`config.mk`:
```
export PLATFORM = sky130hd
export DESIGN_NAME = midi_note_cc_parser
export DESIGN_NICKNAME = d
export VERILOG_FILES = /design/src/mncp_pkg.sv /design/src/mncp_in_stage.sv /design/src/mncp_parser.sv /design/src/mncp_out_stage.sv /design/src/midi_note_cc_parser.sv
export SDC_FILE = /design/constraint.sdc
export NUM_CORES = 1
export LEC_CHECK = 0
export ABC_AREA = 1
export BUFFER_PORTS_ARGS = -buffer_cell sky130_fd_sc_hd__buf_2
export CAP_MARGIN = 40
export CELL_PAD_IN_SITES_DETAIL_PLACEMENT = 0
export CELL_PAD_IN_SITES_GLOBAL_PLACEMENT = 2
export CORE_ASPECT_RATIO = 0.5
export CORE_MARGIN = 2
export CORE_UTILIZATION = 36
export CTS_CLUSTER_DIAMETER = 120
export DETAILED_ROUTE_END_ITERATION = 10
export PLACE_DENSITY = 0.79
export SLEW_MARGIN = 40
export SYNTH_ARGS = -nofsm -noshare
export SYNTH_HDL_FRONTEND = slang
export SYNTH_SLANG_ARGS = --single-unit
export TNS_END_PERCENT = 20
```
`constraint.sdc`:
```
create_clock -name i_clk -period 3.72 [get_ports i_clk]
set_input_delay 1.116 -clock i_clk [delete_from_list [all_inputs] [get_ports i_clk]]
set_output_delay 1.116 -clock i_clk [all_outputs]
set_load 0.005 [all_outputs]
```
`src/mncp_pkg.sv`:
```
// Shared types and constants for the MIDI note and control-change parser.
// No dependencies; every other file of the block imports this package.
package mncp_pkg;

    localparam int unsigned ByteW  = 8;
    localparam int unsigned DataW  = 7;
    localparam int unsigned KindW  = 2;
    localparam int unsigned TdataW = 16;

    // Status nibbles of the message kinds that the parser follows.
    localparam logic [3:0] NIB_CC       = 4'hB;
    localparam logic [3:0] NIB_NOTE_ON  = 4'h9;
    localparam logic [3:0] NIB_NOTE_OFF = 4'h8;

    // Event kinds reported on the output.
    localparam logic [KindW-1:0] EV_NOTE_ON  = 2'd0;
    localparam logic [KindW-1:0] EV_NOTE_OFF = 2'd1;
    localparam logic [KindW-1:0] EV_CC       = 2'd2;

    // Parser states, one-hot. The *1 states wait for the first data byte of a
    // pair, the *2 states for the second.
    typedef enum logic [6:0] {
        ST_IGNORE = 7'b0000001,
        ST_CC1    = 7'b0000010,
        ST_ON1    = 7'b0000100,
        ST_OFF1   = 7'b0001000,
        ST_CC2    = 7'b0010000,
        ST_ON2    = 7'b0100000,
        ST_OFF2   = 7'b1000000
    } t_parse_state;

    typedef struct packed {
        logic             valid;
        logic [KindW-1:0] kind;
        logic [DataW-1:0] key;
        logic [DataW-1:0] value;
    } t_evt;

endpackage

```
`src/mncp_in_stage.sv`:
```
// Input register of the MIDI parser: holds one received byte word.
// Depends on mncp_pkg.
module mncp_in_stage (
    input  logic                        i_clk,
    input  logic                        i_rst_n,
    input  logic                        i_valid,
    output logic                        o_ready,
    input  logic [mncp_pkg::ByteW-1:0]  i_byte,
    input  logic                        i_advance,
    output logic                        o_valid,
    output logic [mncp_pkg::ByteW-1:0]  o_byte
);
    import mncp_pkg::*;

    logic             r_valid;
    logic [ByteW-1:0] r_byte;

    // The held word leaves in the same cycle that a new one may enter.
    assign o_ready = !r_valid || i_advance;
    assign o_valid = r_valid;
    assign o_byte  = r_byte;

    always_ff @(posedge i_clk) begin
        if (!i_rst_n) begin
            r_valid <= 1'b0;
        end else if (i_valid && o_ready) begin
            r_valid <= 1'b1;
        end else if (i_advance) begin
            r_valid <= 1'b0;
        end
    end

    always_ff @(posedge i_clk) begin
        if (i_valid && o_ready) begin
            r_byte <= i_byte;
        end
    end

endmodule

```
`src/mncp_parser.sv`:
```
// Running-status parser: state machine and first data byte of a pair.
// Decodes the held byte into at most one event. Depends on mncp_pkg.
module mncp_parser (
    input  logic                        i_clk,
    input  logic                        i_rst_n,
    input  logic                        i_valid,
    input  logic [mncp_pkg::ByteW-1:0]  i_byte,
    input  logic                        i_advance,
    output mncp_pkg::t_evt              o_evt
);
    import mncp_pkg::*;

    t_parse_state     r_state, n_state;
    logic [DataW-1:0] r_first, n_first;
    logic [DataW-1:0] data;
    logic [3:0]       nib;

    assign data = i_byte[DataW-1:0];
    assign nib  = i_byte[ByteW-1:ByteW-4];

    always_comb begin
        n_state      = r_state;
        n_first      = r_first;
        o_evt.valid  = 1'b0;
        o_evt.kind   = EV_CC;
        o_evt.key    = r_first;
        o_evt.value  = data;
        if (i_byte[ByteW-1]) begin
            // A status byte drops any half-received pair.
            priority if (nib == NIB_CC) begin
                n_state = ST_CC1;
            end else if (nib == NIB_NOTE_ON) begin
                n_state = ST_ON1;
            end else if (nib == NIB_NOTE_OFF) begin
                n_state = ST_OFF1;
            end else begin
                n_state = ST_IGNORE;
            end
        end else begin
            unique case (r_state)
                ST_CC1: begin
                    n_first = data;
                    n_state = ST_CC2;
                end
                ST_ON1: begin
                    n_first = data;
                    n_state = ST_ON2;
                end
                ST_OFF1: begin
                    n_first = data;
                    n_state = ST_OFF2;
                end
                ST_CC2: begin
                    n_state     = ST_CC1;
                    o_evt.valid = i_valid;
                    o_evt.kind  = EV_CC;
                end
                ST_ON2: begin
                    // Velocity zero means note off.
                    n_state     = ST_ON1;
                    o_evt.valid = i_valid;
                    o_evt.kind  = (data != '0) ? EV_NOTE_ON : EV_NOTE_OFF;
                end
                ST_OFF2: begin
                    n_state     = ST_OFF1;
                    o_evt.valid = i_valid;
                    o_evt.kind  = EV_NOTE_OFF;
                end
                default: begin
                    n_state = ST_IGNORE;
                end
            endcase
        end
    end

    always_ff @(posedge i_clk) begin
        if (!i_rst_n) begin
            r_state <= ST_IGNORE;
            r_first <= '0;
        end else if (i_advance) begin
            r_state <= n_state;
            r_first <= n_first;
        end
    end

    a_status_no_event: assert property (@(posedge i_clk) disable iff (!i_rst_n)
        (i_valid && i_byte[ByteW-1]) |-> !o_evt.valid)
        else $error("status byte produced an event");

    a_cc_running: assert property (@(posedge i_clk) disable iff (!i_rst_n)
        (i_advance && !i_byte[ByteW-1] && r_state == ST_CC2) |=> r_state == ST_CC1)
        else $error("control change pair did not return to running status");

    a_note_on_nonzero: assert property (@(posedge i_clk) disable iff (!i_rst_n)
        (o_evt.valid && o_evt.kind == EV_NOTE_ON) |-> o_evt.value != '0)
        else $error("note on reported with zero velocity");

endmodule

```
`src/mncp_out_stage.sv`:
```
// Result register of the MIDI parser: holds one event word for the consumer.
// Depends on mncp_pkg.
module mncp_out_stage (
    input  logic            i_clk,
    input  logic            i_rst_n,
    input  logic            i_load,
    input  mncp_pkg::t_evt  i_evt,
    output logic            o_free,
    output logic            o_valid,
    input  logic            i_ready,
    output mncp_pkg::t_evt  o_evt
);
    import mncp_pkg::*;

    logic r_valid;
    t_evt r_evt;

    // The slot can take a new event when empty or when its word leaves now.
    assign o_free  = !r_valid || i_ready;
    assign o_valid = r_valid;
    assign o_evt   = r_evt;

    always_ff @(posedge i_clk) begin
        if (!i_rst_n) begin
            r_valid <= 1'b0;
        end else if (i_load) begin
            r_valid <= 1'b1;
        end else if (i_ready) begin
            r_valid <= 1'b0;
        end
    end

    always_ff @(posedge i_clk) begin
        if (i_load) begin
            r_evt <= i_evt;
        end
    end

    a_load_shows: assert property (@(posedge i_clk) disable iff (!i_rst_n)
        i_load |=> r_valid)
        else $error("loaded event not presented");

endmodule

```
`src/midi_note_cc_parser.sv`:
```
// Top level of the MIDI note-on, note-off and control-change parser.
// Depends on mncp_pkg, mncp_in_stage, mncp_parser and mncp_out_stage.

// The block takes one received MIDI byte per input word and reports note on,
// note off and control change events on any channel, following running
// status: after one status byte, any number of data byte pairs each give an
// event. A note on with velocity zero is reported as a note off with value
// zero. Other status bytes, including system and real-time bytes, make the
// block drop data bytes until the next note or controller status. Values are
// raw 7-bit numbers. Each byte passes from an input register through the
// parser logic into a result register, so one byte is taken every cycle
// unless it stalls; an event is presented once its last byte leaves the input
// register. The rate is set only by the consumer: the input stalls only while
// the held byte makes an event and the full result register is not taken.
module midi_note_cc_parser (
    input  logic        i_clk,
    input  logic        i_rst_n,
    // Input words.
    input  logic        s_axis_tvalid,
    output logic        s_axis_tready,
    input  logic [7:0]  s_axis_tdata,   // [7:0] rx_byte
    // Event words.
    output logic        m_axis_tvalid,
    input  logic        m_axis_tready,
    output logic [15:0] m_axis_tdata,   // [6:0] key_or_controller, [13:7] data_value,
                                        // [15:14] zero
    output logic [1:0]  m_axis_tuser    // [1:0] event_kind
);
    import mncp_pkg::*;

    logic             in_valid;
    logic [ByteW-1:0] in_byte;
    logic             advance;
    logic             out_free;
    t_evt             evt;
    t_evt             out_evt;

    // The held byte moves on unless it makes an event and the result slot
    // is still occupied.
    assign advance = in_valid && (!evt.valid || out_free);

    mncp_in_stage u_in_stage (
        .i_clk     (i_clk),
        .i_rst_n   (i_rst_n),
        .i_valid   (s_axis_tvalid),
        .o_ready   (s_axis_tready),
        .i_byte    (s_axis_tdata),
        .i_advance (advance),
        .o_valid   (in_valid),
        .o_byte    (in_byte)
    );

    mncp_parser u_parser (
        .i_clk     (i_clk),
        .i_rst_n   (i_rst_n),
        .i_valid   (in_valid),
        .i_byte    (in_byte),
        .i_advance (advance),
        .o_evt     (evt)
    );

    mncp_out_stage u_out_stage (
        .i_clk   (i_clk),
        .i_rst_n (i_rst_n),
        .i_load  (advance && evt.valid),
        .i_evt   (evt),
        .o_free  (out_free),
        .o_valid (m_axis_tvalid),
        .i_ready (m_axis_tready),
        .o_evt   (out_evt)
    );

    assign m_axis_tdata = {{(TdataW - 2 * DataW){1'b0}}, out_evt.value, out_evt.key};
    assign m_axis_tuser = out_evt.kind;

endmodule
```
=== Word-level counts from Yosys, hierarchy flattened ===
Cells that the tools add are included.

* Input port bits: 12
* Latch bits: 0
* Bits in read-only memories: 0
* RAM bits: 0
* Output and inout port bits: 20
* Memories kept: 0
* Logic and storage cells: 44
* Register bits: 40

* Add/subtract/negate cells: 0
* Magnitude comparators: 0
* Multiply operators: 0
* Mux-type cells: 12
* Bitwise operators: 1
* Shifts and indexed selects: 0
* Equal/unequal tests: 9
* Reduce and logical (&&, ||, !) cells: 14
* Div/mod/pow operators: 0

{| class="wikitable"
|+ Operators with widths
! cell !! number
|-
| case mux 7 bit (6 select lines) || 1
|-
| 2-to-1 mux 7 bit || 3
|-
| equality test 4 bit, second input constant || 3
|-
| case mux 3 bit (3 select lines) || 1
|-
| equality test 7 x 2 -> 1 bit, second input constant || 1
|-
| equality test 7 x 3 -> 1 bit, second input constant || 1
|-
| equality test 7 x 4 -> 1 bit, second input constant || 1
|-
| equality test 7 x 5 -> 1 bit, second input constant || 1
|-
| equality test 7 x 6 -> 1 bit, second input constant || 1
|-
| equality test 7 bit, second input constant || 1
|-
| nonzero test 7 bit || 1
|-
| 2-to-1 mux 1 bit || 5
|-
| 2-to-1 mux 4 bit || 1
|-
| nonzero test 2 bit || 2
|-
| logical AND 1 bit || 3
|-
| zero test 1 bit || 3
|-
| logical OR 1 bit || 3
|-
| 2-to-1 mux 3 bit || 1
|-
| AND reduction 3 bit || 1
|-
| OR reduction 3 bit || 1
|-
| NOT 1 bit || 1
|}

=== Logic depth before layout (Yosys ltp) ===
Gate-level depths: netlist of the first run.

* Depth in word-level cells: 10
* Depth in mapped cells: 11

=== By module ===
From an unflattened synthesis of the first run, not the netlist that was laid out.

* Cell total of the unflattened synthesis: 169
* Area, all modules: 1726.7 µm²

{| class="wikitable"
|+ By module, submodules not included
! module !! instances !! cells an instance !! area each (µm²)
|-
| mncp_parser || 1 || 123 || 834.6
|-
| mncp_out_stage || 1 || 23 || 556.8
|-
| mncp_in_stage || 1 || 15 || 291.5
|-
| midi_note_cc_parser || 1 || 8 || 43.8
|}

=== Worst setup path before layout of the first run ===
Ideal clock, no wire load.

* Path type: input port to output port
* Start: in m_axis_tready
* End: out s_axis_tready
* Stages on the path: 2
* Path buffers: 0
* Arrival time: 1485 ps
* Slack: 1119 ps
* Path through: nor2_1 -> nand3_4

* Word-level cells in the longest chain between the ends: 4

{| class="wikitable"
|+ Ends and longest elaborated chain
! what !! RTL line !! RTL
|-
| start: declaration || midi_note_cc_parser.sv:24 || <nowiki>input logic m_axis_tready,</nowiki>
|-
| logical OR 1 bit || mncp_out_stage.sv:19 || <nowiki>assign o_free = !r_valid || i_ready;</nowiki>
|-
| logical OR 1 bit || midi_note_cc_parser.sv:40 || <nowiki>assign advance = in_valid && (!evt.valid || out_free);</nowiki>
|-
| logical AND 1 bit || midi_note_cc_parser.sv:40 ||
|-
| logical OR 1 bit || mncp_in_stage.sv:19 || <nowiki>assign o_ready = !r_valid || i_advance;</nowiki>
|-
| end: declaration || midi_note_cc_parser.sv:20 || <nowiki>output logic s_axis_tready,</nowiki>
|}

No other way between the ends.

=== Final worst setup path of the first run ===
Ends and elaborated chain as after synthesis.

==> results of run 1 <==
[synthesized netlist by cell type]
master,n
nor2_8,1
conb_1,1
nand2_1,22
nand3b_1,1
nand4_1,1
nand2_4,4
nand3_2,1
buf_4,2
nand2_2,4
nor2_1,30
o21ai_1,7
dfxtp_1,16
o22ai_1,1
nand3_4,1
o21a_1,2
inv_1,11
nand3_1,10
inv_2,6
a21oi_1,6
nor3_1,2
inv_4,1
nor2_4,1
nor2_2,3
clkbuf_1,1
edfxtp_1,24
[per-stage QoR]
stage	instance area (um2)	utilization	hold WS, ns	setup slack (ns)	power, mW
finish	1960	0.447	0.435	0.812	0.883
detailed placement	1850	0.421	0.418	0.810	0.538
CTS	1960	0.447	0.438	0.808	0.898
global placement	1850	0.421	0.417	0.839	0.538
floorplan	1640	-	0.409	1.12	0.525
global route	1960	0.447	0.445	0.736	0.921
[power groups by stage]
stage	sequential [mW]	combinational, mW	clock (mW)
floorplan	0.493	0.0319	0
CTS	0.486	0.0425	0.369
global route	0.487	0.0480	0.386
global placement	0.496	0.0427	0
detailed placement	0.496	0.0423	0
finish	0.486	0.0417	0.355
[cell type report]
| class | count | area [um2] |
|---|---|---|
| sequential | 40 | 1040 |
| multi-input combinational | 99 | 510 |
| clock inverter | 3 | 46.3 |
| timing repair buffer | 30 | 153 |
| clock buffer | 5 | 68.8 |
| fill | 430 | 2420 |
| inverter | 18 | 70.1 |
| tap | 57 | 71.3 |
[layer usage]
layer / routed length [um] / global-route usage
met1: 1370 / 0.157
met2: 1290 / 0.207
met3: 131 / 0.0444
met4: 34 / 0.0411
met5: 0 / 0
[state kept, by name, summed over array words and instances (netlist names)]
name and count:
u_out_stage.o_valid 1, u_parser.r_state 7, u_in_stage.o_byte 8, u_parser.r_first 7
u_out_stage.o_evt 16, u_in_stage.o_valid 1
[critical path: stages]
cell,delay (ns)
buf_2,0.10
nor2_1,0.26
nand3_4,0.16
buf_2,0.16
[final timing paths]
kind / end / cells past startpoint
worst max-delay path: s_axis_tready / 4
worst min-delay path: u_out_stage.o_evt[9] / 0
worst min register to register: u_out_stage.o_evt[9] / 0
worst max register to register: u_out_stage.o_evt[11] / 7
[cell families (layout without fill, tap and decap cells)]
group / Yosys count / in the layout
other cells: 1 / 2
flops: 40 / 40
buf+inv: 21 / 56
simple gates: 81 / 81
compound gates: 16 / 16
==> results_dict.tcl, run 1 <==
set metrics [dict create \
    post-route-period-util 0.782 \
    drt_pass1_iterations 4 \
    final_common_cell "nor2_1" \
    n_antenna_cell 0 \
    post_cts_buffers 0 \
    grt_pass1_vias 1066 \
    hpwlAfterDp_mm 2.16 \
    synth_top_family_by_area "simple AND/OR/NAND/NOR gates" \
    power.density_mw_per_mm2 450 \
    hold_start "u_parser.r_first[2]" \
    clkPwrFrac 0.402 \
    synth_compound_area_frac 0.0528 \
    place_inst 244 \
    via_per_inst 4.48 \
    rsz0062_at_grt "false" \
    yosys.area_share.simple 0.255 \
    track_usage 0.126 \
    drive_gt1_frac 0.308 \
    wl_mm 2.83 \
    fp-row-count 17 \
    die_y_um 51.7 \
    setup_tns_ns 0 \
    crit_path_start_kind "input port" \
    drc 0 \
    final.min_clock_period_ns 2.91 \
    yosysWarnings 0 \
    ys_types 25 \
    start_util 0.374 \
    reg2reg_from "u_parser.r_state[4]" \
    via_count 1130 \
    antenna_found_initial 0 \
    clock_latency_ns 0.29 \
    worstHoldPathType "flip-flop to flip-flop" \
    wl_per_cell_um 11.2 \
    holdBufCountCts 0 \
    area_growth_pct 19.8 \
    synth.area.mux_share 0 \
    cts_made_buffers 5 \
    p_leak_nw 0.830 \
    finalHoldViolations 0 \
    drt_iter0_drc 36 \
    clock_skew_ns 0.00402 \
    seqPwrFrac 0.550 \
    layout.nets 206 \
    worst_ep_arrival_time_ns 1.79 \
    cts.sinks 40 \
    status "finished clean" \
    crit_fanout 7 \
    port_buffers 29 \
    cts_max_level 2 \
    worstPathRequired_ns 2.60 \
    end_kind "output port" \
    routabilityCongestion 0.808 \
    synth-seq-area-share 0.636 \
    root_buffer "clkbuf_8" \
    grt_pass1_wl_mm 4.84 \
    clock.fmax_mhz 344 \
    power_frac_comb 0.047 \
    path_clk_slew_ns 0.08 \
    synth_top_area_cell "edfxtp_1" \
    io_pins 32 \
    ir_drop_mv 0.151 \
    synth_top_area_share 0.440 \
    core_mm2 0.00438 \
    overflow 0 \
    syn_avg_cell_area_um2 10.3 \
    clk_path_buf_depth 2 \
    fin_cells 252 \
    p_sw_frac 0.213 \
    crit_start "m_axis_tready" \
    synthCells 159 \
    path_class "input port to output port" \
    final_cell_mix "nor2_1 (30), buf_2 (29), edfxtp_1 (24)" \
    cap_violations 0 \
    synth_seq_cells 40 \
    dieArea_mm2 0.00513 \
    synth_xor_area_frac 0 \
    r2r_setup_slack_ns 2.17 \
    setup_viol 0 \
    grt_max_degree 17 \
    die_w_um 99.4 \
    p_int_uw 694 \
    slew_violations 0 \
    netlist_area_mm2 0.00164 \
    synthAdderAreaFrac 0 \
    drtAntennaViolNets 0 \
    synth.area.top_cells "edfxtp_1 (44%), dfxtp_1 (20%), nor2_1 (6.9%)" \
    cts.repair.resized 0 \
    cts_tree "built" \
    p_switching_uw 188 \
]
(Power assumes the default switching activity.)
==> run 2: changes to the inputs <==
- CORE_UTILIZATION: 36 -> 33
- PLACE_DENSITY: 0.79 -> 0.73
- clock period: 3.72 -> 3.05 ns (I/O delays scaled with it)
==> run 2 against run 1 <==
  * Combinational power up 24%
  * Critical path depth unchanged
  * Routed wire length up 5.0%
  * First-iteration DRC count up 19%
  * Worst hold slack worse by 0.00074 ns
  * Design area down 0.89%
  * Critical path type unchanged
==> results_dict.tcl, run 2 (synthesized netlist as in run 1, its figures left out) <==
set metrics [dict create \
    port_buffers 29 \
    fp-row-count 18 \
    drive_gt1_frac 0.304 \
    clock_skew_ns 0.00438 \
    final_common_cell "nor2_1" \
    slew_violations 0 \
    multiInputGateArea_um2 510 \
    cts_max_level 2 \
    worstPathRequired_ns 2.13 \
    cap_violations 0 \
    post-route-period-util 0.815 \
    rsz0062_at_grt "false" \
    drc 0 \
    grt_pass1_vias 1027 \
    antenna_found_initial 0 \
    top_layer "met4" \
    crit_chain "buf_2, nor2_1, nand3_4, buf_2" \
    cts.sinks 40 \
    dieArea_mm2 0.00557 \
    hpwlAfterDp_mm 2.23 \
    slowest_stage "nor2_1" \
    n_antenna_cell 0 \
    overflow 0 \
    core_mm2 0.00484 \
    cts.repair.resized 0 \
    cts_tree "built" \
    final_cell_mix "nor2_1 (30), buf_2 (29), edfxtp_1 (24)" \
    critPathMaxStageDelay_ns 0.24 \
    clock_latency_ns 0.29 \
    start_util 0.338 \
    fill_cells 500 \
    drtAntennaViolNets 0 \
    fin_ws_ns 0.565 \
    final.min_clock_period_ns 2.49 \
    path_common_cell "buf_2" \
    grt_pass1_wl_mm 4.82 \
    root_buffer "clkbuf_8" \
    cts_made_buffers 5 \
    setup_tns_ns 0 \
    path_class "input port to output port" \
    wl_per_cell_um 11.2 \
    worst_ep_arrival_time_ns 1.57 \
    crit_fanout 7 \
    crit_path_start_kind "input port" \
    end_kind "output port" \
    ir_drop_mv 0.188 \
    wl_met1_mm 1.44 \
    routabilityCongestion 0.794 \
    worstHoldPathType "flip-flop to flip-flop" \
    place_ws_ns 0.551 \
    area_growth_pct 18.7 \
    finalHoldViolations 0 \
    status "finished clean" \
    wl_met3_um 123 \
    clock.fmax_mhz 402 \
    regArea_mm2 0.00104 \
    holdBufCountCts 0 \
    place_inst 257 \
    io_pins 32 \
    layout.nets 206 \
    post_cts_buffers 0 \
    route.met2.wl_mm 1.39 \
    die_w_um 104 \
    grt_max_degree 17 \
    largest_register_ffs 16 \
    setup_viol 0 \
    wl_mm 2.97 \
    track_usage 0.117 \
    p_leak_nw 0.815 \
    drt_iter0_drc 43 \
    via_per_inst 4.33 \
    via_count 1143 \
    fin_cells 264 \
    die_y_um 53.8 \
    clk_path_buf_depth 2 \
    power.density_mw_per_mm2 503 \
    path_clk_slew_ns 0.07 \
    drt_pass1_iterations 4 \
]
run 2: cell types whose count changed in the layout (fill, tap and decap cells not counted):
cell and change:
inv_6 -1, bufinv_16 -1, clkinv_2 +1
run 2: worst max-delay path: cells and delay by family:
kind,cells,cell delay [ns]
buffers and inverters,2,0.26
AND/OR/NAND/NOR,2,0.40
run 2: worst paths after layout:
| kind | from | endpoint | slack (ns) | cells past startpoint |
|---|---|---|---|---|
| min | u_parser.r_first[3] | u_out_stage.o_evt[10] | 0.43 | 0 |
| max reg2reg | u_parser.r_state[1] | u_in_stage.o_byte[6] | 1.46 | 8 |
| max | m_axis_tready | s_axis_tready | 0.56 | 4 |
| min reg2reg | u_parser.r_first[3] | u_out_stage.o_evt[10] | 0.43 | 0 |
run 2: layer usage:
metal	GRT usage	vias up
met5	0	-
met4	0.0473	0
met3	0.0400	4
met2	0.204	26
met1	0.139	527
li1	-	586
run 2: area by class of cell:
| cell class | instances | share of cell area |
|---|---|---|
| inverters | 18 | 0.0361 |
| well taps | 70 | 0.0451 |
| flip-flops and latches | 40 | 0.536 |
| multi-input cells | 99 | 0.263 |
| repair buffers | 30 | 0.0786 |
| clock buffers | 5 | 0.0354 |
| clock inverters | 2 | 0.00644 |
run 2: where the power goes:
part	internal, mW	leakage [nW]	total (mW)	switching, mW
combinational	0.0191	0.421	0.0517	0.0326
sequential	0.582	0.354	0.593	0.0110
clock	0.155	0.0400	0.332	0.178
run 2: through the flow:
step	power (mW)	hold slack [ns]	utilization	instance area, um2
2_1_floorplan	0.641	0.409	-	1640
3_3_place_gp	0.657	0.417	0.384	1860
3_5_place_dp	0.657	0.419	0.384	1860
4_1_cts	0.990	0.437	0.401	1940
5_1_grt	1.02	0.446	0.401	1940
6_report	0.977	0.435	0.401	1940
